File: src/dwt_db4_multilevel_analysis_macros.svh
// assertion helpers used by the dwt controller
`ifndef DWT_DB4_MULTILEVEL_ANALYSIS_MACROS_SVH
`define DWT_DB4_MULTILEVEL_ANALYSIS_MACROS_SVH

// same-cycle implication, disabled while reset is asserted
`define DWT_ASSERT_NOW(lbl, clk, rst_n, ante, cons, msg) \
    lbl: assert property (@(posedge clk) disable iff (!(rst_n)) (ante) |-> (cons)) \
        else $error(msg);

// next-cycle implication, disabled while reset is asserted
`define DWT_ASSERT_NEXT(lbl, clk, rst_n, ante, cons, msg) \
    lbl: assert property (@(posedge clk) disable iff (!(rst_n)) (ante) |=> (cons)) \
        else $error(msg);

`endif

File: src/dwt_pkg.sv
package dwt_pkg;

    // defaults for the top-level parameters
    localparam int TAPS_DEF     = 8;
    localparam int LEVELS_DEF   = 5;
    localparam int SAMPLE_W_DEF = 16;

    // fixed widths
    localparam int COEF_W      = 16;
    localparam int G_W         = COEF_W + 1;
    localparam int DATA_W      = 24;
    localparam int LEVEL_W     = 4;
    localparam int FRAC        = 15;
    localparam int NREGS       = 8;
    localparam int MAX_RESULTS = 32;
    localparam int CNT_W       = 6;
    localparam int PADDR_W     = 5;
    localparam int PDATA_W     = 32;

    // controller to datapath commands
    typedef struct packed {
        logic clr;
        logic load_in;
        logic load_zero;
        logic load_cas;
        logic wr;
        logic acc_clr;
        logic issue;
        logic finish;
        logic push;
        logic release_res;
        logic last;
        logic cnt_clr;
    } t_dp_cmd;

    // datapath status back to the controller
    typedef struct packed {
        logic clr_last;
        logic busy;
        logic keep;
        logic out_room;
    } t_dp_sts;

    // db4 low-pass taps in Q1.15 after reset
    function automatic logic signed [COEF_W-1:0] coef_reset(input int idx);
        logic signed [COEF_W-1:0] v;
        case (idx)
            0:       v = -16'sd347;
            1:       v = 16'sd1078;
            2:       v = 16'sd1011;
            3:       v = -16'sd6129;
            4:       v = -16'sd917;
            5:       v = 16'sd20673;
            6:       v = 16'sd23424;
            7:       v = 16'sd7549;
            default: v = '0;
        endcase
        return v;
    endfunction

endpackage

File: src/dwt_cfg.sv
module dwt_cfg #(
    parameter int TAPS = dwt_pkg::TAPS_DEF
) (
    input  logic                                  i_clk,
    input  logic                                  i_rst_n,
    input  logic                                  psel,
    input  logic                                  penable,
    input  logic                                  pwrite,
    input  logic [dwt_pkg::PADDR_W-1:0]           paddr,
    input  logic [dwt_pkg::PDATA_W-1:0]           pwdata,
    output logic [dwt_pkg::PDATA_W-1:0]           prdata,
    output logic                                  pready,
    input  logic [$clog2(TAPS)-1:0]               i_tap,
    output logic signed [dwt_pkg::COEF_W-1:0]     o_h,
    output logic signed [dwt_pkg::G_W-1:0]        o_g
);
    import dwt_pkg::*;

    logic signed [COEF_W-1:0] r_coef [TAPS];
    logic signed [COEF_W-1:0] r_fwd  [TAPS];
    logic signed [COEF_W-1:0] r_rev  [TAPS];
    logic [2:0]               idx;
    logic                     wr_en;

    assign pready = 1'b1;
    assign idx    = paddr[PADDR_W-1:2];
    assign wr_en  = psel && penable && pwrite;

    // coefficient register file, kept in readback, forward and reversed copies
    always_ff @(posedge i_clk) begin
        for (int i = 0; i < TAPS; i++) begin
            if (!i_rst_n) begin
                r_coef[i]          <= coef_reset(i);
                r_fwd[i]           <= coef_reset(i);
                r_rev[TAPS-1-i]    <= coef_reset(i);
            end else if (wr_en && i < NREGS && int'(idx) == i) begin
                r_coef[i]          <= pwdata[COEF_W-1:0];
                r_fwd[i]           <= pwdata[COEF_W-1:0];
                r_rev[TAPS-1-i]    <= pwdata[COEF_W-1:0];
            end
        end
    end

    // register readback
    always_comb begin
        prdata = '0;
        for (int i = 0; i < TAPS; i++) begin
            if (i < NREGS && int'(idx) == i) begin
                prdata = PDATA_W'(r_coef[i]);
            end
        end
    end

    // low-pass tap and alternating-sign reversed high-pass tap
    assign o_h = r_fwd[i_tap];
    assign o_g = i_tap[0] ? G_W'(r_rev[i_tap]) : -G_W'(r_rev[i_tap]);

endmodule

File: src/dwt_dp.sv
module dwt_dp #(
    parameter int TAPS     = dwt_pkg::TAPS_DEF,
    parameter int LEVELS   = dwt_pkg::LEVELS_DEF,
    parameter int SAMPLE_W = dwt_pkg::SAMPLE_W_DEF
) (
    input  logic                                        i_clk,
    input  logic                                        i_rst_n,
    input  dwt_pkg::t_dp_cmd                            i_cmd,
    output dwt_pkg::t_dp_sts                            o_sts,
    input  logic [((LEVELS > 1) ? $clog2(LEVELS) : 1)-1:0] i_k,
    input  logic [$clog2(TAPS)-1:0]                     i_tap,
    input  logic signed [dwt_pkg::COEF_W-1:0]           i_h,
    input  logic signed [dwt_pkg::G_W-1:0]              i_g,
    input  logic signed [SAMPLE_W-1:0]                  i_sample,
    input  logic                                        i_ready,
    output logic                                        o_valid,
    output logic [dwt_pkg::LEVEL_W-1:0]                 o_level,
    output logic signed [dwt_pkg::DATA_W-1:0]           o_approx_coef,
    output logic signed [dwt_pkg::DATA_W-1:0]           o_detail_coef,
    output logic                                        o_last_of_signal
);
    import dwt_pkg::*;

    localparam int SLOT_W = $clog2(TAPS);
    localparam int P      = 2 ** SLOT_W;
    localparam int DEPTH  = LEVELS * P;
    localparam int ADDR_W = $clog2(DEPTH);
    localparam int PROD_W = DATA_W + G_W;
    localparam int ACC_W  = PROD_W + SLOT_W;
    localparam logic signed [ACC_W-1:0] SAT_HI = ACC_W'(2 ** (DATA_W - 1) - 1);
    localparam logic signed [ACC_W-1:0] SAT_LO = -SAT_HI - ACC_W'(1);
    localparam logic signed [ACC_W-1:0] HALF   = ACC_W'(2 ** (FRAC - 1));

    logic signed [DATA_W-1:0] mem [DEPTH];
    logic [ADDR_W-1:0]        r_clr_addr;
    logic [SLOT_W-1:0]        r_ptr   [LEVELS];
    logic                     r_phase [LEVELS];
    logic signed [DATA_W-1:0] r_x;
    logic signed [DATA_W-1:0] r_rd;
    logic signed [COEF_W-1:0] r_h;
    logic signed [G_W-1:0]    r_g;
    logic                     r_v1;
    logic                     r_v2;
    logic signed [PROD_W-1:0] r_pa;
    logic signed [PROD_W-1:0] r_pd;
    logic signed [ACC_W-1:0]  r_acc_a;
    logic signed [ACC_W-1:0]  r_acc_d;
    logic signed [DATA_W-1:0] r_a;
    logic signed [DATA_W-1:0] r_d;
    logic                     r_keep;
    logic [CNT_W-1:0]         r_cnt;
    logic                     r_pv;
    logic [LEVEL_W-1:0]       r_pend_lvl;
    logic signed [DATA_W-1:0] r_pend_a;
    logic signed [DATA_W-1:0] r_pend_d;
    logic                     r_ov;
    logic [LEVEL_W-1:0]       r_olvl;
    logic signed [DATA_W-1:0] r_oa;
    logic signed [DATA_W-1:0] r_od;
    logic                     r_olast;

    logic [ADDR_W-1:0]        wr_addr;
    logic [ADDR_W-1:0]        rd_addr;
    logic                     room_cnt;
    logic                     load_out;

    function automatic logic signed [DATA_W-1:0] round_sat(input logic signed [ACC_W-1:0] acc);
        logic signed [ACC_W-1:0] q;
        q = (acc + HALF) >>> FRAC;
        if (q > SAT_HI) begin
            q = SAT_HI;
        end else if (q < SAT_LO) begin
            q = SAT_LO;
        end
        return q[DATA_W-1:0];
    endfunction

    assign wr_addr = ADDR_W'({i_k, r_ptr[i_k]});
    assign rd_addr = ADDR_W'({i_k, SLOT_W'(r_ptr[i_k] - i_tap)});

    // delay line memory, one ring per level, with clearing sweep
    always_ff @(posedge i_clk) begin
        if (i_cmd.clr) begin
            mem[r_clr_addr] <= '0;
        end else if (i_cmd.wr) begin
            mem[wr_addr] <= r_x;
        end
        if (i_cmd.issue) begin
            r_rd <= mem[rd_addr];
            r_h  <= i_h;
            r_g  <= i_g;
        end
    end

    // ring pointers, phase bits and clear address
    always_ff @(posedge i_clk) begin
        if (!i_rst_n) begin
            r_clr_addr <= '0;
            for (int i = 0; i < LEVELS; i++) begin
                r_ptr[i]   <= '0;
                r_phase[i] <= 1'b0;
            end
        end else if (i_cmd.clr) begin
            r_clr_addr <= (r_clr_addr == ADDR_W'(DEPTH - 1)) ? '0 : r_clr_addr + 1'b1;
            for (int i = 0; i < LEVELS; i++) begin
                r_ptr[i]   <= '0;
                r_phase[i] <= 1'b0;
            end
        end else if (i_cmd.finish) begin
            r_ptr[i_k]   <= r_ptr[i_k] + 1'b1;
            r_phase[i_k] <= ~r_phase[i_k];
        end
    end

    // stage input register
    always_ff @(posedge i_clk) begin
        if (i_cmd.load_in) begin
            r_x <= DATA_W'(i_sample);
        end else if (i_cmd.load_zero) begin
            r_x <= '0;
        end else if (i_cmd.load_cas) begin
            r_x <= r_a;
        end
    end

    // multiply and accumulate pipeline
    always_ff @(posedge i_clk) begin
        if (!i_rst_n) begin
            r_v1 <= 1'b0;
            r_v2 <= 1'b0;
        end else begin
            r_v1 <= i_cmd.issue;
            r_v2 <= r_v1;
        end
        r_pa <= r_rd * r_h;
        r_pd <= r_rd * r_g;
        if (i_cmd.acc_clr) begin
            r_acc_a <= '0;
            r_acc_d <= '0;
        end else if (r_v2) begin
            r_acc_a <= r_acc_a + ACC_W'(r_pa);
            r_acc_d <= r_acc_d + ACC_W'(r_pd);
        end
        if (i_cmd.finish) begin
            r_a    <= round_sat(r_acc_a);
            r_d    <= round_sat(r_acc_d);
            r_keep <= ~r_phase[i_k];
        end
    end

    assign room_cnt = (r_cnt < CNT_W'(MAX_RESULTS));
    assign load_out = r_pv && ((i_cmd.push && room_cnt) || i_cmd.release_res);

    // pending result and output register
    always_ff @(posedge i_clk) begin
        if (!i_rst_n) begin
            r_cnt <= '0;
            r_pv  <= 1'b0;
            r_ov  <= 1'b0;
        end else begin
            if (i_cmd.cnt_clr) begin
                r_cnt <= '0;
            end else if (i_cmd.push && room_cnt) begin
                r_cnt <= r_cnt + 1'b1;
            end
            if (i_cmd.push && room_cnt) begin
                r_pv <= 1'b1;
            end else if (i_cmd.release_res) begin
                r_pv <= 1'b0;
            end
            if (load_out) begin
                r_ov <= 1'b1;
            end else if (i_ready) begin
                r_ov <= 1'b0;
            end
        end
        if (load_out) begin
            r_olvl  <= r_pend_lvl;
            r_oa    <= r_pend_a;
            r_od    <= r_pend_d;
            r_olast <= i_cmd.release_res && i_cmd.last;
        end
        if (i_cmd.push && room_cnt) begin
            r_pend_lvl <= LEVEL_W'(i_k) + 1'b1;
            r_pend_a   <= r_a;
            r_pend_d   <= r_d;
        end
    end

    assign o_sts.clr_last = (r_clr_addr == ADDR_W'(DEPTH - 1));
    assign o_sts.busy     = r_v1 || r_v2;
    assign o_sts.keep     = r_keep;
    assign o_sts.out_room = !r_pv || !r_ov || i_ready;

    assign o_valid          = r_ov;
    assign o_level          = r_olvl;
    assign o_approx_coef    = r_oa;
    assign o_detail_coef    = r_od;
    assign o_last_of_signal = r_olast;

endmodule

File: src/dwt_ctrl.sv
module dwt_ctrl #(
    parameter int TAPS   = dwt_pkg::TAPS_DEF,
    parameter int LEVELS = dwt_pkg::LEVELS_DEF
) (
    input  logic                                        i_clk,
    input  logic                                        i_rst_n,
    input  logic                                        i_valid,
    input  logic                                        i_end_of_signal,
    output logic                                        o_ready,
    output dwt_pkg::t_dp_cmd                            o_cmd,
    input  dwt_pkg::t_dp_sts                            i_sts,
    output logic [((LEVELS > 1) ? $clog2(LEVELS) : 1)-1:0] o_k,
    output logic [$clog2(TAPS)-1:0]                     o_tap
);
    import dwt_pkg::*;
    `include "dwt_db4_multilevel_analysis_macros.svh"

    localparam int LVL_W  = (LEVELS > 1) ? $clog2(LEVELS) : 1;
    localparam int SLOT_W = $clog2(TAPS);

    localparam logic [2:0] S_CLEAR = 3'd0;
    localparam logic [2:0] S_IDLE  = 3'd1;
    localparam logic [2:0] S_WRITE = 3'd2;
    localparam logic [2:0] S_MAC   = 3'd3;
    localparam logic [2:0] S_DRAIN = 3'd4;
    localparam logic [2:0] S_EMIT  = 3'd5;
    localparam logic [2:0] S_FINAL = 3'd6;

    logic [2:0]        r_state, n_state;
    logic [LVL_W-1:0]  r_k, n_k;
    logic [SLOT_W-1:0] r_tap, n_tap;
    logic              r_eos, n_eos;
    logic              r_flush, n_flush;
    logic [LVL_W-1:0]  r_fk, n_fk;
    logic [SLOT_W-1:0] r_fz, n_fz;

    always_ff @(posedge i_clk) begin
        if (!i_rst_n) begin
            r_state <= S_CLEAR;
            r_k     <= '0;
            r_tap   <= '0;
            r_eos   <= 1'b0;
            r_flush <= 1'b0;
            r_fk    <= '0;
            r_fz    <= '0;
        end else begin
            r_state <= n_state;
            r_k     <= n_k;
            r_tap   <= n_tap;
            r_eos   <= n_eos;
            r_flush <= n_flush;
            r_fk    <= n_fk;
            r_fz    <= n_fz;
        end
    end

    // sequencer: one stage push at a time, cascade depth first, then flush
    always_comb begin
        logic cas_done;
        cas_done = 1'b0;
        n_state  = r_state;
        n_k      = r_k;
        n_tap    = r_tap;
        n_eos    = r_eos;
        n_flush  = r_flush;
        n_fk     = r_fk;
        n_fz     = r_fz;
        o_cmd    = '0;
        o_ready  = 1'b0;
        case (r_state)
            S_CLEAR: begin
                o_cmd.clr = 1'b1;
                if (i_sts.clr_last) begin
                    n_state = S_IDLE;
                end
            end
            S_IDLE: begin
                o_ready = 1'b1;
                if (i_valid) begin
                    o_cmd.load_in = 1'b1;
                    o_cmd.cnt_clr = 1'b1;
                    n_eos   = i_end_of_signal;
                    n_flush = 1'b0;
                    n_k     = '0;
                    n_state = S_WRITE;
                end
            end
            S_WRITE: begin
                o_cmd.wr      = 1'b1;
                o_cmd.acc_clr = 1'b1;
                n_tap   = '0;
                n_state = S_MAC;
            end
            S_MAC: begin
                o_cmd.issue = 1'b1;
                n_tap = r_tap + 1'b1;
                if (r_tap == SLOT_W'(TAPS - 1)) begin
                    n_state = S_DRAIN;
                end
            end
            S_DRAIN: begin
                if (!i_sts.busy) begin
                    o_cmd.finish = 1'b1;
                    n_state = S_EMIT;
                end
            end
            S_EMIT: begin
                if (!i_sts.keep) begin
                    cas_done = 1'b1;
                end else if (i_sts.out_room) begin
                    o_cmd.push = 1'b1;
                    if (r_k == LVL_W'(LEVELS - 1)) begin
                        cas_done = 1'b1;
                    end else begin
                        o_cmd.load_cas = 1'b1;
                        n_k     = r_k + 1'b1;
                        n_state = S_WRITE;
                    end
                end
            end
            S_FINAL: begin
                if (i_sts.out_room) begin
                    o_cmd.release_res = 1'b1;
                    o_cmd.last        = r_eos;
                    n_state = r_eos ? S_CLEAR : S_IDLE;
                end
            end
            default: begin
                n_state = S_CLEAR;
            end
        endcase

        // cascade finished: next flush zero or wrap up the transaction
        if (cas_done) begin
            if (!r_eos) begin
                n_state = S_FINAL;
            end else if (!r_flush) begin
                o_cmd.load_zero = 1'b1;
                n_flush = 1'b1;
                n_fk    = '0;
                n_fz    = '0;
                n_k     = '0;
                n_state = S_WRITE;
            end else if (r_fz == SLOT_W'(TAPS - 2)) begin
                if (r_fk == LVL_W'(LEVELS - 1)) begin
                    n_state = S_FINAL;
                end else begin
                    o_cmd.load_zero = 1'b1;
                    n_fk    = r_fk + 1'b1;
                    n_fz    = '0;
                    n_k     = r_fk + 1'b1;
                    n_state = S_WRITE;
                end
            end else begin
                o_cmd.load_zero = 1'b1;
                n_fz    = r_fz + 1'b1;
                n_k     = r_fk;
                n_state = S_WRITE;
            end
        end
    end

    assign o_k   = r_k;
    assign o_tap = r_tap;

    // checks
    `DWT_ASSERT_NEXT(a_accept_starts, i_clk, i_rst_n, o_ready && i_valid, r_state == S_WRITE, "accepted transaction did not start a stage push")
    `DWT_ASSERT_NOW(a_level_range, i_clk, i_rst_n, 1'b1, r_k <= LVL_W'(LEVELS - 1) && r_fk <= LVL_W'(LEVELS - 1), "level index out of range")
    `DWT_ASSERT_NEXT(a_mac_busy, i_clk, i_rst_n, r_state == S_MAC, i_sts.busy, "tap issue did not reach the multiply pipeline")
    `DWT_ASSERT_NOW(a_flush_eos, i_clk, i_rst_n, r_flush && r_state != S_IDLE, r_eos, "flush running without end of signal")

endmodule

File: src/dwt_db4_multilevel_analysis.sv
// Multilevel db4 wavelet analysis over a stream of signed samples. Each level runs a
// zero-padded TAPS-tap convolution, keeps even output indexes and emits an
// (approximation, detail) pair tagged with its level; kept approximations feed the next
// level at once, so pairs come in level order. A sample with end_of_signal flushes TAPS-1
// zeros through every level, flags the final pair with last_of_signal and clears all
// delay lines. One shared multiply-accumulate unit and a single-port delay-line memory do
// all the work: each stage push is one write, TAPS tap reads, a drain of the multiply
// pipeline and one emit, and a transaction is the accept, one push plus one per kept pair
// that cascades and a wrap-up, plus the flush pushes on an end of signal; a stalled result
// port stretches the emit and wrap-up steps. After reset and after every end of signal a
// clearing pass over all LEVELS*2^clog2(TAPS) delay-line words (40 with defaults) runs
// before the next sample is taken. The coefficient registers sit on the APB port at byte
// address 4*i and read back.
module dwt_db4_multilevel_analysis #(
    parameter int TAPS     = dwt_pkg::TAPS_DEF,
    parameter int LEVELS   = dwt_pkg::LEVELS_DEF,
    parameter int SAMPLE_W = dwt_pkg::SAMPLE_W_DEF
) (
    input  logic                              i_clk,
    input  logic                              i_rst_n,
    input  logic                              i_valid,
    output logic                              o_ready,
    input  logic signed [SAMPLE_W-1:0]        i_sample,
    input  logic                              i_end_of_signal,
    output logic                              o_valid,
    input  logic                              i_ready,
    output logic [dwt_pkg::LEVEL_W-1:0]       o_level,
    output logic signed [dwt_pkg::DATA_W-1:0] o_approx_coef,
    output logic signed [dwt_pkg::DATA_W-1:0] o_detail_coef,
    output logic                              o_last_of_signal,
    input  logic                              psel,
    input  logic                              penable,
    input  logic                              pwrite,
    input  logic [dwt_pkg::PADDR_W-1:0]       paddr,
    input  logic [dwt_pkg::PDATA_W-1:0]       pwdata,
    output logic [dwt_pkg::PDATA_W-1:0]       prdata,
    output logic                              pready
);
    import dwt_pkg::*;

    localparam int LVL_W  = (LEVELS > 1) ? $clog2(LEVELS) : 1;
    localparam int SLOT_W = $clog2(TAPS);

    t_dp_cmd                  cmd;
    t_dp_sts                  sts;
    logic [LVL_W-1:0]         k;
    logic [SLOT_W-1:0]        tap;
    logic signed [COEF_W-1:0] h;
    logic signed [G_W-1:0]    g;

    // coefficient registers
    dwt_cfg #(
        .TAPS (TAPS)
    ) u_cfg (
        .i_clk   (i_clk),
        .i_rst_n (i_rst_n),
        .psel    (psel),
        .penable (penable),
        .pwrite  (pwrite),
        .paddr   (paddr),
        .pwdata  (pwdata),
        .prdata  (prdata),
        .pready  (pready),
        .i_tap   (tap),
        .o_h     (h),
        .o_g     (g)
    );

    // sequencer
    dwt_ctrl #(
        .TAPS   (TAPS),
        .LEVELS (LEVELS)
    ) u_ctrl (
        .i_clk           (i_clk),
        .i_rst_n         (i_rst_n),
        .i_valid         (i_valid),
        .i_end_of_signal (i_end_of_signal),
        .o_ready         (o_ready),
        .o_cmd           (cmd),
        .i_sts           (sts),
        .o_k             (k),
        .o_tap           (tap)
    );

    // delay lines, multiply-accumulate and result registers
    dwt_dp #(
        .TAPS     (TAPS),
        .LEVELS   (LEVELS),
        .SAMPLE_W (SAMPLE_W)
    ) u_dp (
        .i_clk            (i_clk),
        .i_rst_n          (i_rst_n),
        .i_cmd            (cmd),
        .o_sts            (sts),
        .i_k              (k),
        .i_tap            (tap),
        .i_h              (h),
        .i_g              (g),
        .i_sample         (i_sample),
        .i_ready          (i_ready),
        .o_valid          (o_valid),
        .o_level          (o_level),
        .o_approx_coef    (o_approx_coef),
        .o_detail_coef    (o_detail_coef),
        .o_last_of_signal (o_last_of_signal)
    );

endmodule
File: config.mk
export PLATFORM = sky130hd
export DESIGN_NAME = dwt_db4_multilevel_analysis
export DESIGN_NICKNAME = d
export VERILOG_FILES = /design/src/dwt_pkg.sv /design/src/dwt_cfg.sv /design/src/dwt_dp.sv /design/src/dwt_ctrl.sv /design/src/dwt_db4_multilevel_analysis.sv
export VERILOG_INCLUDE_DIRS = /design/src /design/src/src
export SDC_FILE = /design/constraint.sdc
export NUM_CORES = 2
export LEC_CHECK = 0
export BUFFER_PORTS_ARGS = -buffer_cell sky130_fd_sc_hd__buf_2
export CAP_MARGIN = 20
export CORE_UTILIZATION = 58
export DETAILED_ROUTE_END_ITERATION = 6
export PLACE_DENSITY_LB_ADDON = 0.05
export SLEW_MARGIN = 20
export SYNTH_ARGS = -nofsm -noshare
export SYNTH_HDL_FRONTEND = slang
export SYNTH_HIERARCHICAL = 1
export SYNTH_SLANG_ARGS = --single-unit
File: constraint.sdc
create_clock -name i_clk -period 7.6 [get_ports i_clk]
set_input_delay 0.76 -clock i_clk [delete_from_list [all_inputs] [get_ports i_clk]]
set_output_delay 0.76 -clock i_clk [all_outputs]
set_load 0.01 [all_outputs]
==> flow_metrics.py <==
metrics = {
    "global_routing": {
        "grt_max_degree": 111,
        "grt_use_total_pct": 29.3,
        "grt_pass1_vias": 59100,
        "grt_pass1_wl_um": 357000,
        "grt-ovfl-total": 0,
        "antenna_found_initial": 5,
    },
    "setup_path": {
        "cp-end-kind": "register",
        "r2r_slack_ps": 380,
        "rr_startpoint": "u_dp/r_g[2]",
        "slowest_stage": "edfxtp_1",
        "start_kind": "register",
        "rr_endpoint": "u_dp/r_pd[39]",
        "path_class": "register to register",
        "arrival_ps": 7910,
        "max_stage_delay_ps": 780,
        "reg2regPathDepth": 24,
        "critPathMaxFanout": 17,
        "crit_top_cell": "fa_1",
        "cp.required_ps": 8300,
        "crit_chain": "buf_4, nand2_1, fa_1, fa_1, fa_1, inv_1, fa_1, fa_1, inv_1, fa_1, inv_1, ha_1, and3_1, nand2_1, inv_1, a221oi_1, o21a_1, a211oi_1, o31a_1, o21ai_0, a2111oi_0, buf_4, a311oi_1, xnor2_1",
    },
    "cells_and_area": {
        "seq_area_um2": 44700,
        "final_cell_area_um2": 103000,
        "final_nets": 8565,
        "nFillCells": 12200,
        "drive_gt1_share_pct": 13.2,
        "multi_input_area_um2": 44800,
        "area_delta_synth_final_pct": 9.64,
    },
    "synthesis": {
        "ys_seq_area_share_pct": 47.4,
        "synth_common_cells": "edfxtp_1 (1355), inv_1 (913), fa_1 (778)",
        "ys.flop_type": "edfxtp_1",
        "netlist_instances": 7280,
        "yosysTopAreaCellShare_pct": 43.1,
        "synthArstFlopShare_pct": 0,
        "yosys.area.top_type": "edfxtp_1",
        "synth.area.top_cells": "edfxtp_1 (43%), fa_1 (16%), mux4_2 (6.8%)",
        "synth_area_per_cell_um2": 13.0,
        "synthDistinctLibCells": 97,
        "synth_most_common_cell": "edfxtp_1",
        "ys_ff_latch": 1557,
        "synth_nets": 8416,
        "synth-edff-count": 1355,
        "netlist_area_um2": 94400,
        "yosys_warnings": 6,
    },
    "clock_tree": {
        "cts_resized": 0,
        "cts_tree": "built",
        "numCtsBuffers": 162,
        "clk_path_buf_depth": 3,
        "numClockSinks": 1557,
        "clkTransAtPathRegs_ps": 60,
        "clkLatencyLatePin_ps": 830,
        "cts_setup_buffers": 0,
        "cts_hold_buf": 0,
        "ctsRootBufferMaster": "clkbuf_16",
        "htreeDepth": 4,
    },
    "worst_hold_path": {
        "hold_path.class": "input pin to register",
        "hold-path-cell-count": 2,
        "holdPathEnd": "u_dp/r_x[1]",
        "min_from": "i_sample[1]",
    },
    "timing": {
        "period_minus_slack_ps": 7220,
        "grt_setup_unrepaired": "false",
        "fin_tns_setup_ps": 0,
        "tightest_slew_ps": 1180,
        "skew_ps": 80.1,
        "drv_slew": 0,
        "min_period_over_period_pct": 95.0,
        "hold_viol_final": 0,
        "whs_ps": 266,
        "max_slew_margin_pct": 21.0,
        "finalSetupViolations": 0,
        "max_freq_mhz": 139,
    },
    "power": {
        "ir_drop_mv": 0.258,
        "leakagePower_nw": 43.0,
        "p_per_area_nw_per_um2": 170,
    },
    "floorplan": {
        "die-width_um": 405,
        "dieArea_um2": 164000,
        "core_um2": 161000,
        "die_y_um": 405,
        "initial_utilization_pct": 58.6,
        "ios": 149,
        "row_count": 147,
    },
    "drt": {
        "vias": 57600,
        "remaining_drc_errors": 0,
        "routedWlPerCell_um": 24.1,
        "vias_per_cell": 5.92,
        "ant_nets": 0,
        "drt-total-wl_um": 234000,
        "firstDrtPassIters": 5,
        "drt_iter0_markers": 4679,
    },
    "place": {
        "place_hpwl_um": 163000,
        "gp_congestion": 0.894,
        "placement.io_buffers": 129,
        "place_area_um2": 98200,
    },
    "run_status": {
        "outcome": "finished clean",
    },
    "flow_run": {
        "drv_cap": 0,
    },
}
==> cell type report <==
cell class              instances  area share (%)
multi-input cells            4452            43.3
well taps                    2160            2.61
clock buffers                 210            4.09
clock inverters                88            1.00
inverters                     913            3.31
repair buffers                343            2.43
flip-flops and latches       1557            43.2
diodes                          2         0.00484
==> sequential cells by signal, indices dropped and copies added, names as in the netlist, 40 cells and up <==
| name | cells |
|---|---|
| u_cfg/r_fwd | 96 |
| u_dp/r_pd | 41 |
| u_dp/r_acc_a | 44 |
| u_dp/mem | 960 |
| u_dp/r_pa | 40 |
| u_dp/r_acc_d | 44 |
==> cells by family (layout without fill, tap and decap cells) <==
logic type	Yosys count	count (layout)	share of synthesized area [%]
mux	507	507	9.65
flops	1557	1557	47.4
other cells	1	3	0.00397
xor+xnor	245	245	2.29
fa+ha+maj	1075	1075	20.4
buf+inv	1271	1554	5.34
compound gates	777	777	5.34
simple gates	1847	1847	9.55
==> placed cells by master, fill, tap and decap left out, drive strengths merged, types with 53 or more instances in the layout <==
| cell type | n |
|---|---|
| edfxtp | 1355 |
| inv | 917 |
| fa | 778 |
| nand2 | 666 |
| and2 | 430 |
| nor2 | 348 |
| buf | 343 |
| mux4 | 309 |
| ha | 297 |
| a21oi | 218 |
| clkbuf | 210 |
| dfxtp | 202 |
| xnor2 | 162 |
| mux2i | 145 |
| o21ai | 143 |
| a21o | 117 |
| nand3 | 92 |
| xor2 | 83 |
| nand2b | 71 |
| clkinv | 65 |
| mux2 | 53 |
==> worst max path at each step <==
stage           startpoint         endpoint  cells past startpoint
5_1_grt        u_dp/r_g[2]    u_dp/r_pd[39]                     24
3_3_place_gp   u_dp/r_g[5]    u_dp/r_pd[39]                     24
4_1_cts        u_dp/r_g[2]    u_dp/r_pd[39]                     24
2_1_floorplan    u_dp/r_v2  u_dp/r_phase[6]                      7
3_5_place_dp   u_dp/r_g[2]    u_dp/r_pd[39]                     23
6_report       u_dp/r_g[2]    u_dp/r_pd[39]                     24
==> power breakdown <==
group	leakage (nW)	total, mW	switching (mW)	internal (mW)
clock network	2.51	7.84	3.44	4.40
logic	24.4	0.407	0.259	0.148
registers	16.1	9.31	0.0441	9.27
==> stage by stage <==
stage / instances / power, mW / setup WS [ps] / util [%]
6_report: 9725 / 17.6 / 383 / 64.2
5_1_grt: 9723 / 18.0 / 5.69 / 64.2
4_1_cts: 9722 / 17.7 / 376 / 64.2
3_5_place_dp: 9424 / 9.89 / 429 / 60.9
3_3_place_gp: 9423 / 9.89 / 506 / 60.9
2_1_floorplan: 7280 / 9.71 / 159 / -
==> metal layers <==
| metal | vias up | GRT usage (%) | wire length (µm) |
|---|---|---|---|
| li1 | 25400 | - | - |
| met1 | 29900 | 40.1 | 96900 |
| met3 | 380 | 4.41 | 15400 |
| met2 | 1910 | 48.1 | 114000 |
| met5 | - | 0 | 0 |
| met4 | 0 | 9.93 | 7990 |
==> critical path: cells and delay by family, from the launching register on <==
family	cells	cell delay, ps
AOI/OAI and AO/OA	7	1690
xor gates and xnor gates	1	150
adders and majority gates	7	3360
buffers and inverters	6	670
DFF	1	780
and+or+nand+nor	3	470
No activity file was read; power rests on OpenSTA's default activity.
